[src/cbm_pkg.sv]
package cbm_pkg;

  localparam int MAX_PRG_BANKS = 16;
  localparam int MAX_CHR_BANKS = 64;

  localparam int ADDR_W   = 16;
  localparam int DATA_W   = 8;
  localparam int ACT_W    = 2;
  localparam int REGION_W = 3;
  localparam int LOCAL_W  = 17;
  localparam int PCNT_W   = 5;
  localparam int CCNT_W   = 7;
  localparam int MODE_W   = 3;
  localparam int PRG_W    = 4;
  localparam int CHR_W    = 6;
  localparam int SEL_W    = 3;
  localparam int NT_W     = 12;
  localparam int PADDR_W  = 4;
  localparam int PDATA_W  = 32;

  localparam int MOD_STEPS = CHR_W;
  localparam int MOD_CNT_W = $clog2(MOD_STEPS);

  typedef enum logic [REGION_W-1:0] {
    REGION_CPU_RAM  = 3'd0,
    REGION_PPU_REGS = 3'd1,
    REGION_IO_REGS  = 3'd2,
    REGION_OPEN_BUS = 3'd3,
    REGION_PRG_ROM  = 3'd4,
    REGION_CHR_ROM  = 3'd5,
    REGION_NAMETAB  = 3'd6,
    REGION_NONE     = 3'd7
  } region_e;

  typedef enum logic [ACT_W-1:0] {
    ACT_CPU_RD = 2'd0,
    ACT_CPU_WR = 2'd1,
    ACT_PPU_RD = 2'd2,
    ACT_PPU_WR = 2'd3
  } action_e;

  typedef enum logic [2:0] {
    S_IDLE,
    S_DECODE,
    S_DIV,
    S_WRAP,
    S_BOOT,
    S_DONE
  } state_e;

  localparam logic [MODE_W-1:0] MIR_VERT    = 3'd0;
  localparam logic [MODE_W-1:0] MIR_HORIZ   = 3'd1;
  localparam logic [MODE_W-1:0] MIR_FOUR    = 3'd2;
  localparam logic [MODE_W-1:0] MIR_SCR_A   = 3'd3;
  localparam logic [MODE_W-1:0] MIR_SCR_B   = 3'd4;

  localparam logic [1:0] REG_PRG_CNT = 2'd0;
  localparam logic [1:0] REG_CHR_CNT = 2'd1;
  localparam logic [1:0] REG_MIRROR  = 2'd2;

  localparam logic [SEL_W-1:0] BSEL_CHR2K_0 = 3'd0;
  localparam logic [SEL_W-1:0] BSEL_CHR2K_1 = 3'd1;
  localparam logic [SEL_W-1:0] BSEL_PRG_0   = 3'd6;
  localparam logic [SEL_W-1:0] BSEL_PRG_1   = 3'd7;

  typedef struct packed {
    logic              start;
    logic [CHR_W-1:0]  dividend;
    logic [CCNT_W-1:0] divisor;
  } mod_req_t;

  typedef struct packed {
    logic             done;
    logic [CHR_W-1:0] rem;
  } mod_rsp_t;

  function automatic logic [NT_W-1:0] mirror_addr(input logic [MODE_W-1:0] mode,
                                                  input logic [NT_W-1:0] a);
    logic [NT_W-1:0] r;
    unique case (mode)
      MIR_VERT:  r = {1'b0, a[10:0]};
      MIR_FOUR:  r = a;
      MIR_SCR_A: r = {2'b00, a[9:0]};
      MIR_SCR_B: r = {2'b01, a[9:0]};
      default:   r = {1'b0, a[11], a[9:0]};
    endcase
    return r;
  endfunction

endpackage

[src/cbm_mod_unit.sv]
module cbm_mod_unit (
  input  logic              clk_i,
  input  logic              rst_ni,
  input  cbm_pkg::mod_req_t req_i,
  output cbm_pkg::mod_rsp_t rsp_o
);
  import cbm_pkg::*;

  localparam logic [MOD_CNT_W-1:0] LastStep = MOD_CNT_W'(MOD_STEPS - 1);

  logic                 busy_q;
  logic [MOD_CNT_W-1:0] cnt_q;
  logic [CHR_W-1:0]     r_q, r_d;
  logic [CHR_W-1:0]     dvd_q;
  logic [CCNT_W-1:0]    dvs_q;
  logic [CHR_W:0]       trial;

  // restoring remainder, one dividend bit a cycle
  always_comb begin
    trial = {r_q, dvd_q[CHR_W-1]};
    if (trial >= dvs_q) begin
      r_d = CHR_W'(trial - dvs_q);
    end else begin
      r_d = trial[CHR_W-1:0];
    end
  end

  always_ff @(posedge clk_i or negedge rst_ni) begin
    if (!rst_ni) begin
      busy_q <= 1'b0;
      cnt_q  <= '0;
    end else if (req_i.start) begin
      busy_q <= 1'b1;
      cnt_q  <= '0;
    end else if (busy_q) begin
      cnt_q <= cnt_q + 1'b1;
      if (cnt_q == LastStep) begin
        busy_q <= 1'b0;
      end
    end
  end

  always_ff @(posedge clk_i) begin
    if (req_i.start) begin
      r_q   <= '0;
      dvd_q <= req_i.dividend;
      dvs_q <= req_i.divisor;
    end else if (busy_q) begin
      r_q   <= r_d;
      dvd_q <= {dvd_q[CHR_W-2:0], 1'b0};
    end
  end

  assign rsp_o.done = busy_q && (cnt_q == LastStep);
  assign rsp_o.rem  = r_d;

endmodule

[src/cartridge_bank_mapper.sv]
// an item runs through decode and done to a registered result; the input stalls
// until idle. Odd bank register writes use the shared remainder unit, one bank
// number bit per cycle; a 2 KB chr pair then writes its second slot in S_WRAP.
// writing a bank count register reloads the chr banks in S_BOOT, stall held
// reset: async active low, counts 16/64, horizontal mirroring, chr banks 0..7,
// prg banks 0 and 1, bank select 0
module cartridge_bank_mapper (
  input  logic                           clk_i,
  input  logic                           rst_ni,
  input  logic                           in_valid_i,
  output logic                           in_stall_o,
  input  logic [cbm_pkg::ACT_W-1:0]      action_i,
  input  logic [cbm_pkg::ADDR_W-1:0]     bus_address_i,
  input  logic [cbm_pkg::DATA_W-1:0]     bus_data_i,
  output logic                           out_valid_o,
  input  logic                           out_stall_i,
  output logic [cbm_pkg::REGION_W-1:0]   region_o,
  output logic [cbm_pkg::LOCAL_W-1:0]    local_address_o,
  output logic                           write_strobe_o,
  output logic [cbm_pkg::DATA_W-1:0]     pass_data_o,
  input  logic                           psel,
  input  logic                           penable,
  input  logic                           pwrite,
  input  logic [cbm_pkg::PADDR_W-1:0]    paddr,
  input  logic [cbm_pkg::PDATA_W-1:0]    pwdata,
  output logic [cbm_pkg::PDATA_W-1:0]    prdata,
  output logic                           pready
);
  import cbm_pkg::*;

  state_e state_q, state_d;

  logic [PCNT_W-1:0] prg_cnt_q;
  logic [CCNT_W-1:0] chr_cnt_q;
  logic [MODE_W-1:0] mode_q;
  logic [PCNT_W-1:0] pc_cnt;
  logic [CCNT_W-1:0] cc_cnt;

  logic [SEL_W-1:0]  bank_sel_q;
  logic              bsel_we;
  logic [CHR_W-1:0]  chr_q [8];
  logic [PRG_W-1:0]  prg_q [2];
  logic              chr_we, prg_we;
  logic [2:0]        chr_idx;
  logic              prg_idx;
  logic [CHR_W-1:0]  chr_wdata;
  logic [PRG_W-1:0]  prg_wdata;

  logic [ACT_W-1:0]  act_q;
  logic [ADDR_W-1:0] addr_q;
  logic [DATA_W-1:0] data_q;
  logic [CHR_W-1:0]  run_q, run_d;
  logic [2:0]        boot_idx_q, boot_idx_d;

  logic              cfg_wr, cnt_wr, in_acc, out_load;
  logic [CHR_W:0]    wrap_sum;
  logic [CHR_W-1:0]  wrap_val, boot_val;
  logic              is_bank_wr;

  mod_req_t mod_req;
  mod_rsp_t mod_rsp;

  region_e             res_region;
  logic [LOCAL_W-1:0]  res_local;
  logic                res_strobe;
  logic [PRG_W-1:0]    prg_bank;
  logic [PCNT_W-1:0]   fixed_bank;
  logic [13:0]         pa;

  logic                out_valid_q;
  logic [REGION_W-1:0] region_q;
  logic [LOCAL_W-1:0]  local_q;
  logic                strobe_q;
  logic [DATA_W-1:0]   pass_q;

  // config port
  assign pready = 1'b1;
  assign cfg_wr = psel && penable && pwrite && pready;
  assign cnt_wr = cfg_wr && (paddr[3:2] == REG_PRG_CNT || paddr[3:2] == REG_CHR_CNT);

  always_comb begin
    unique case (paddr[3:2])
      REG_PRG_CNT: prdata = PDATA_W'(prg_cnt_q);
      REG_CHR_CNT: prdata = PDATA_W'(chr_cnt_q);
      REG_MIRROR:  prdata = PDATA_W'(mode_q);
      default:     prdata = '0;
    endcase
  end

  always_ff @(posedge clk_i or negedge rst_ni) begin
    if (!rst_ni) begin
      prg_cnt_q <= PCNT_W'(MAX_PRG_BANKS);
      chr_cnt_q <= CCNT_W'(MAX_CHR_BANKS);
      mode_q    <= MIR_HORIZ;
    end else if (cfg_wr) begin
      unique case (paddr[3:2])
        REG_PRG_CNT: prg_cnt_q <= pwdata[PCNT_W-1:0];
        REG_CHR_CNT: chr_cnt_q <= pwdata[CCNT_W-1:0];
        REG_MIRROR:  mode_q    <= pwdata[MODE_W-1:0];
        default:     ;
      endcase
    end
  end

  // saturated bank counts
  always_comb begin
    if (prg_cnt_q < PCNT_W'(2)) begin
      pc_cnt = PCNT_W'(2);
    end else if (prg_cnt_q > PCNT_W'(MAX_PRG_BANKS)) begin
      pc_cnt = PCNT_W'(MAX_PRG_BANKS);
    end else begin
      pc_cnt = prg_cnt_q;
    end
    if (chr_cnt_q == '0) begin
      cc_cnt = CCNT_W'(1);
    end else if (chr_cnt_q > CCNT_W'(MAX_CHR_BANKS)) begin
      cc_cnt = CCNT_W'(MAX_CHR_BANKS);
    end else begin
      cc_cnt = chr_cnt_q;
    end
  end

  // next bank number, wrapping at the chr count
  assign wrap_sum = {1'b0, run_q} + 1'b1;
  assign wrap_val = (CCNT_W'(wrap_sum) == cc_cnt) ? '0 : wrap_sum[CHR_W-1:0];
  assign boot_val = (boot_idx_q == '0) ? '0 : wrap_val;

  assign in_stall_o = (state_q != S_IDLE) || cnt_wr;
  assign in_acc     = in_valid_i && !in_stall_o;
  assign is_bank_wr = (act_q == ACT_CPU_WR) && (addr_q[15:13] == 3'b100);

  cbm_mod_unit u_mod (
    .clk_i  (clk_i),
    .rst_ni (rst_ni),
    .req_i  (mod_req),
    .rsp_o  (mod_rsp)
  );

  always_comb begin
    mod_req.start = (state_q == S_DECODE) && is_bank_wr && addr_q[0];
    case (bank_sel_q) inside
      BSEL_CHR2K_0, BSEL_CHR2K_1: begin
        mod_req.dividend = {data_q[5:1], 1'b0};
        mod_req.divisor  = cc_cnt;
      end
      BSEL_PRG_0, BSEL_PRG_1: begin
        mod_req.dividend = CHR_W'(data_q[3:0]);
        mod_req.divisor  = CCNT_W'(pc_cnt);
      end
      default: begin
        mod_req.dividend = data_q[5:0];
        mod_req.divisor  = cc_cnt;
      end
    endcase
  end

  // sequencer
  always_comb begin
    state_d    = state_q;
    run_d      = run_q;
    boot_idx_d = boot_idx_q;
    bsel_we    = 1'b0;
    chr_we     = 1'b0;
    chr_idx    = '0;
    chr_wdata  = '0;
    prg_we     = 1'b0;
    prg_idx    = 1'b0;
    prg_wdata  = '0;
    out_load   = 1'b0;
    unique case (state_q)
      S_IDLE: begin
        if (cnt_wr) begin
          state_d    = S_BOOT;
          boot_idx_d = '0;
        end else if (in_valid_i) begin
          state_d = S_DECODE;
        end
      end
      S_DECODE: begin
        if (is_bank_wr && addr_q[0]) begin
          state_d = S_DIV;
        end else begin
          bsel_we = is_bank_wr;
          state_d = S_DONE;
        end
      end
      S_DIV: begin
        if (mod_rsp.done) begin
          case (bank_sel_q) inside
            BSEL_CHR2K_0: begin
              chr_we    = 1'b1;
              chr_idx   = 3'd0;
              chr_wdata = mod_rsp.rem;
              run_d     = mod_rsp.rem;
              state_d   = S_WRAP;
            end
            BSEL_CHR2K_1: begin
              chr_we    = 1'b1;
              chr_idx   = 3'd2;
              chr_wdata = mod_rsp.rem;
              run_d     = mod_rsp.rem;
              state_d   = S_WRAP;
            end
            BSEL_PRG_0, BSEL_PRG_1: begin
              prg_we    = 1'b1;
              prg_idx   = bank_sel_q[0];
              prg_wdata = mod_rsp.rem[PRG_W-1:0];
              state_d   = S_DONE;
            end
            default: begin
              chr_we    = 1'b1;
              chr_idx   = bank_sel_q + 3'd2;
              chr_wdata = mod_rsp.rem;
              state_d   = S_DONE;
            end
          endcase
        end
      end
      S_WRAP: begin
        chr_we    = 1'b1;
        chr_idx   = (bank_sel_q == BSEL_CHR2K_0) ? 3'd1 : 3'd3;
        chr_wdata = wrap_val;
        state_d   = S_DONE;
      end
      S_BOOT: begin
        chr_we     = 1'b1;
        chr_idx    = boot_idx_q;
        chr_wdata  = boot_val;
        run_d      = boot_val;
        boot_idx_d = boot_idx_q + 1'b1;
        if (boot_idx_q == 3'd7) begin
          state_d = S_IDLE;
        end
      end
      S_DONE: begin
        if (!out_valid_q || !out_stall_i) begin
          out_load = 1'b1;
          state_d  = S_IDLE;
        end
      end
      default: state_d = S_IDLE;
    endcase
  end

  always_ff @(posedge clk_i or negedge rst_ni) begin
    if (!rst_ni) begin
      state_q     <= S_IDLE;
      boot_idx_q  <= '0;
      bank_sel_q  <= '0;
      out_valid_q <= 1'b0;
    end else begin
      state_q    <= state_d;
      boot_idx_q <= boot_idx_d;
      if (bsel_we) begin
        bank_sel_q <= data_q[SEL_W-1:0];
      end
      if (out_load) begin
        out_valid_q <= 1'b1;
      end else if (!out_stall_i) begin
        out_valid_q <= 1'b0;
      end
    end
  end

  // bank number registers
  always_ff @(posedge clk_i or negedge rst_ni) begin
    if (!rst_ni) begin
      for (int k = 0; k < 8; k++) begin
        chr_q[k] <= CHR_W'(k);
      end
      prg_q[0] <= PRG_W'(0);
      prg_q[1] <= PRG_W'(1);
    end else begin
      if (chr_we) begin
        chr_q[chr_idx] <= chr_wdata;
      end
      if (cnt_wr) begin
        prg_q[0] <= PRG_W'(0);
        prg_q[1] <= PRG_W'(1);
      end else if (prg_we) begin
        prg_q[prg_idx] <= prg_wdata;
      end
    end
  end

  always_ff @(posedge clk_i) begin
    if (in_acc) begin
      act_q  <= action_i;
      addr_q <= bus_address_i;
      data_q <= bus_data_i;
    end
    run_q <= run_d;
    if (out_load) begin
      region_q <= res_region;
      local_q  <= res_local;
      strobe_q <= res_strobe;
      pass_q   <= data_q;
    end
  end

  // address decode
  assign pa         = addr_q[13:0];
  assign fixed_bank = pc_cnt - PCNT_W'(2) + PCNT_W'(addr_q[13]);
  assign prg_bank   = addr_q[14] ? fixed_bank[PRG_W-1:0] : prg_q[addr_q[13]];

  always_comb begin
    res_region = REGION_NONE;
    res_local  = '0;
    res_strobe = 1'b0;
    if (!act_q[1]) begin
      if (addr_q < 16'h2000) begin
        res_region = REGION_CPU_RAM;
        res_local  = LOCAL_W'(addr_q[10:0]);
        res_strobe = act_q[0];
      end else if (addr_q < 16'h4000) begin
        res_region = REGION_PPU_REGS;
        res_local  = LOCAL_W'(addr_q[2:0]);
        res_strobe = act_q[0];
      end else if (addr_q < 16'h4020) begin
        res_region = REGION_IO_REGS;
        res_local  = LOCAL_W'(addr_q[4:0]);
        res_strobe = act_q[0];
      end else if (!act_q[0]) begin
        if (!addr_q[15]) begin
          res_region = REGION_OPEN_BUS;
        end else begin
          res_region = REGION_PRG_ROM;
          res_local  = {prg_bank, addr_q[12:0]};
        end
      end
    end else begin
      if (!pa[13]) begin
        if (!act_q[0]) begin
          res_region = REGION_CHR_ROM;
          res_local  = {1'b0, chr_q[pa[12:10]], pa[9:0]};
        end
      end else begin
        res_region = REGION_NAMETAB;
        res_local  = LOCAL_W'(mirror_addr(mode_q, pa[11:0]));
        res_strobe = act_q[0];
      end
    end
  end

  assign out_valid_o     = out_valid_q;
  assign region_o        = region_q;
  assign local_address_o = local_q;
  assign write_strobe_o  = strobe_q;
  assign pass_data_o     = pass_q;

  logic [7:0] chr_ok;
  always_comb begin
    for (int k = 0; k < 8; k++) begin
      chr_ok[k] = CCNT_W'(chr_q[k]) < cc_cnt;
    end
  end

  a_chr_in_range: assert property (@(posedge clk_i) disable iff (!rst_ni)
    (state_q == S_IDLE) |-> (&chr_ok))
    else $error("chr bank number not below chr count");

  a_prg_in_range: assert property (@(posedge clk_i) disable iff (!rst_ni)
    (PCNT_W'(prg_q[0]) < pc_cnt) && (PCNT_W'(prg_q[1]) < pc_cnt))
    else $error("prg bank number not below prg count");

  a_mod_done_in_div: assert property (@(posedge clk_i) disable iff (!rst_ni)
    mod_rsp.done |-> (state_q == S_DIV))
    else $error("remainder unit finished outside divide state");

  a_accept_decodes: assert property (@(posedge clk_i) disable iff (!rst_ni)
    in_acc |=> (state_q == S_DECODE))
    else $error("accepted item not decoded");

  a_load_when_free: assert property (@(posedge clk_i) disable iff (!rst_ni)
    out_load |-> (!out_valid_q || !out_stall_i))
    else $error("result loaded over a pending item");

endmodule

[config.mk]
export PLATFORM = sky130hd
export DESIGN_NAME = cartridge_bank_mapper
export DESIGN_NICKNAME = d
export VERILOG_FILES = /design/src/cbm_pkg.sv /design/src/cbm_mod_unit.sv /design/src/cartridge_bank_mapper.sv
export SDC_FILE = /design/constraint.sdc
export NUM_CORES = 1
export LEC_CHECK = 0
export ABC_CLOCK_PERIOD_IN_PS = 6300
export BUFFER_PORTS_ARGS = -buffer_cell sky130_fd_sc_hd__buf_4
export CAP_MARGIN = 10
export CORE_MARGIN = 4
export CORE_UTILIZATION = 55
export DETAILED_ROUTE_END_ITERATION = 10
export PLACE_DENSITY_LB_ADDON = 0.1
export SLEW_MARGIN = 40
export SYNTH_ARGS = -nofsm -noshare
export SYNTH_HDL_FRONTEND = slang
export SYNTH_SLANG_ARGS = --single-unit
[constraint.sdc]
create_clock -name clk_i -period 6.3 [get_ports clk_i]
set_input_delay 0.63 -clock clk_i [delete_from_list [all_inputs] [get_ports clk_i]]
set_output_delay 0.63 -clock clk_i [all_outputs]
set_load 0.005 [all_outputs]
==> results.sh <==
export IMPL_die_h_um=131
export IMPL_diodes=0
export IMPL_synth_top_cell_area_share=0.267
export IMPL_cts_setup_buffers=0
export IMPL_antenna_found_initial=0
export IMPL_die_area_um2=17100
export IMPL_ys_top_cells_by_count="nor2_1, edfxtp_1, dfrtp_1, nand2_1, a31oi_1"
export IMPL_avgSynthCellArea_um2=11.2
export IMPL_drive_gt1_frac=0.245
export IMPL_synth_compound_area_frac=0.150
export IMPL_netlist_top_cell_by_area="edfxtp_1"
export IMPL_grt_use_met3=0.0500
export IMPL_power_uw=2350
export IMPL_fmax_ghz=0.348
export IMPL_ctsRootBufferMaster="clkbuf_16"
export IMPL_crit_required_ps=6660
export IMPL_synth_edf_count=74
export IMPL_setup_violations_final=0
export IMPL_syn_cell_area_um2=8310
export IMPL_hpwlAfterDp_um=13300
export IMPL_grt_setup_unrepaired="no"
export IMPL_crit_fanout=8
export IMPL_ys_types=77
export IMPL_cts_tree="done"
export IMPL_grt_pass1_wl_um=29500
export IMPL_cp_slowest_stage_delay_ps=550
export IMPL_wl_um=18900
export IMPL_cts_max_path_buffers=2
export IMPL_skew_ps=5.86
export IMPL_vdd_ir_drop_max_v=0.000194
export IMPL_cp_start_kind="flop"
export IMPL_ant_nets=0
export IMPL_numPortBuffers=79
export IMPL_power_density_nw_per_um2=246
export IMPL_slew_violations=0
export IMPL_crit_type="reg -> reg"
export IMPL_overflow=0
export IMPL_synth_area_leaders="edfxtp_1, dfrtp_1, dfstp_2"
export IMPL_grt_pass1_vias=5739
export IMPL_grt_start_max_net_pins=86
export IMPL_power_leakage_uw=0.00386
export IMPL_start_util=0.567
export IMPL_end_kind="flop"
export IMPL_numCtsBuffers=17
export IMPL_top_usage_layer="met2"
export IMPL_arrival_ps=3230
export IMPL_tightest_slew_ps=850
export IMPL_ys_ff_latch=165
export IMPL_met1_usage=0.302
export IMPL_hold_path_class="in -> async"
export IMPL_via_per_inst=6.00
export IMPL_status="finished clean"
export IMPL_rows=44
export IMPL_syn_instance_count=740
export IMPL_track_usage=0.226
export IMPL_cp_num_buf_inv=1
export IMPL_ioPinCount=133
export IMPL_path_cells="inv_1 -> ha_1 -> and4_1 -> a311oi_2 -> nor2_1 -> o21ai_0 -> nand3_1 -> a31oi_1"
export IMPL_cts_sinks=165
export IMPL_hold_viol=0
export IMPL_async_flop_share=0.515
export IMPL_ys_warn_count=0
export IMPL_synthSimpleGateAreaFrac=0.141
export IMPL_synth_most_common_cell="nor2_1"
export IMPL_period_share=0.456
export IMPL_first_pass_iters=6
export IMPL_r2r_slack_ps=3430
export IMPL_fill_cells=1131
export IMPL_synth_xor_area_frac=0.0116
export IMPL_num_nets_final=893
export IMPL_whs_ps=247
export IMPL_clk_pin_slew_worst_paths_ps=60
export IMPL_seq_area_frac_synth=0.540
export IMPL_synth_adder_area_share=0.0250
export IMPL_routedWlPerCell_um=18.9
export IMPL_dieWidth_um=131
export IMPL_cts_hold_buffers=0
export IMPL_post_layout_nonfiller_instances=1005
export IMPL_core_region_area_um2=14600
export IMPL_slew_headroom=0.427
export IMPL_min_period_ps=2870
export IMPL_fin_tns_setup_ps=0
export IMPL_place_gp_congestion=0.899
export IMPL_crit_family="compound AO/OA/AOI/OAI gates"
export IMPL_dr_first_iter_drc_count=623
export IMPL_insertion_delay_ps=430
export IMPL_gr_usage_met2=0.372
export IMPL_drv_cap=0
export IMPL_cts_max_level=4
export IMPL_synthMuxAreaShare=0.0782
export IMPL_area_delta_synth_final_pct=15.0
export IMPL_route_detailed_drc=0
export IMPL_slowest_stage="o21ai_0"
export IMPL_synth_ff_type="edfxtp_1"
export IMPL_synth_top_family_by_area="compound AO/OA/AOI/OAI gates"
export IMPL_ctsResizeCount=0
export IMPL_placed_cells=973
export IMPL_vias=6027
[layout make-up]
class / instances / area [µm²] / area share
Clock buffer: 17 / 425 / 0.0445
Clock inverter: 15 / 128 / 0.0134
Inverter: 25 / 93.8 / 0.00982
Multi-Input combinational cell: 512 / 3520 / 0.368
Sequential cell: 165 / 4490 / 0.470
Tap cell: 184 / 230 / 0.0241
Timing Repair Buffer: 87 / 674 / 0.0706
[stage by stage]
stage	util	cell area (µm²)	worst slack, ps
after floorplan	-	8400	3650
after global placement	0.610	8940	3330
after detailed placement	0.614	8990	3480
after CTS	0.652	9540	3460
after global routing	0.653	9560	3280
final	0.653	9560	3430
[registers in the layout, indices dropped and copies added, names as in the netlist, 5 cells and up]
signal / flops
chr_q: 48
data_q: 8
u_mod.dvd_q: 6
u_mod.r_q: 6
prg_cnt_q: 5
local_address_o: 17
u_mod.dvs_q: 7
addr_q: 16
chr_cnt_q: 7
prg_q: 8
run_q: 6
pass_data_o: 8
[logic make-up after synthesis]
logic type,after synthesis
and+or+nand+nor,236
xor gates and xnor gates,11
muxes,47
adders and majority gates,16
other,2
AOI/OAI and AO/OA,176
DFF,165
buffers and inverters,87
[cell usage in the layout, fill, tap and decap left out, types with 7 or more instances in the layout]
| cell type | count |
|---|---|
| buf_4 | 83 |
| o21ai_0 | 27 |
| nand2b_1 | 7 |
| nor3_1 | 9 |
| dfrtp_1 | 69 |
| nand2_1 | 43 |
| and2_1 | 10 |
| conb_1 | 26 |
| clkbuf_16 | 17 |
| a21oi_1 | 17 |
| a211oi_1 | 18 |
| dfstp_2 | 16 |
| inv_1 | 25 |
| nor2b_1 | 8 |
| o21ai_1 | 18 |
| ha_1 | 15 |
| edfxtp_1 | 74 |
| mux2_2 | 23 |
| nor3b_1 | 10 |
| nand3_1 | 19 |
| nor2_1 | 86 |
| mux4_2 | 12 |
| mux2i_1 | 12 |
| a31oi_1 | 38 |
[power breakdown]
part / internal [µW] / switching [µW]
clock network: 545 / 431
logic: 87.8 / 94.8
registers: 1150 / 40.8
[worst reg2reg max path: stages (launching register included)]
cell and delay [ps]:
edfxtp_1 340, inv_1 50, ha_1 370, and4_1 220, a311oi_2 400, nor2_1 210, o21ai_0 550, nand3_1 400
a31oi_1 260
[worst paths after layout]
check	cells after the start	end	startpoint
max reg2reg	8	chr_q[20]	u_mod.dvs_q[2]
max in group asynchronous	1	boot_idx_q[1]	rst_ni
min reg2reg	0	pass_data_o[6]	data_q[6]
min in group clk_i	1	addr_q[11]	bus_address_i[11]
max	8	chr_q[20]	u_mod.dvs_q[2]
min	1	chr_q[30]	rst_ni
[layer usage]
metal | vias up | share of wire
met1 | 2941 | 0.43
met5 | - | 0
met4 | 0 | 0.016
li1 | 2833 | -
met2 | 232 | 0.49
met3 | 21 | 0.069
No activity file was read; power rests on OpenSTA's default activity.
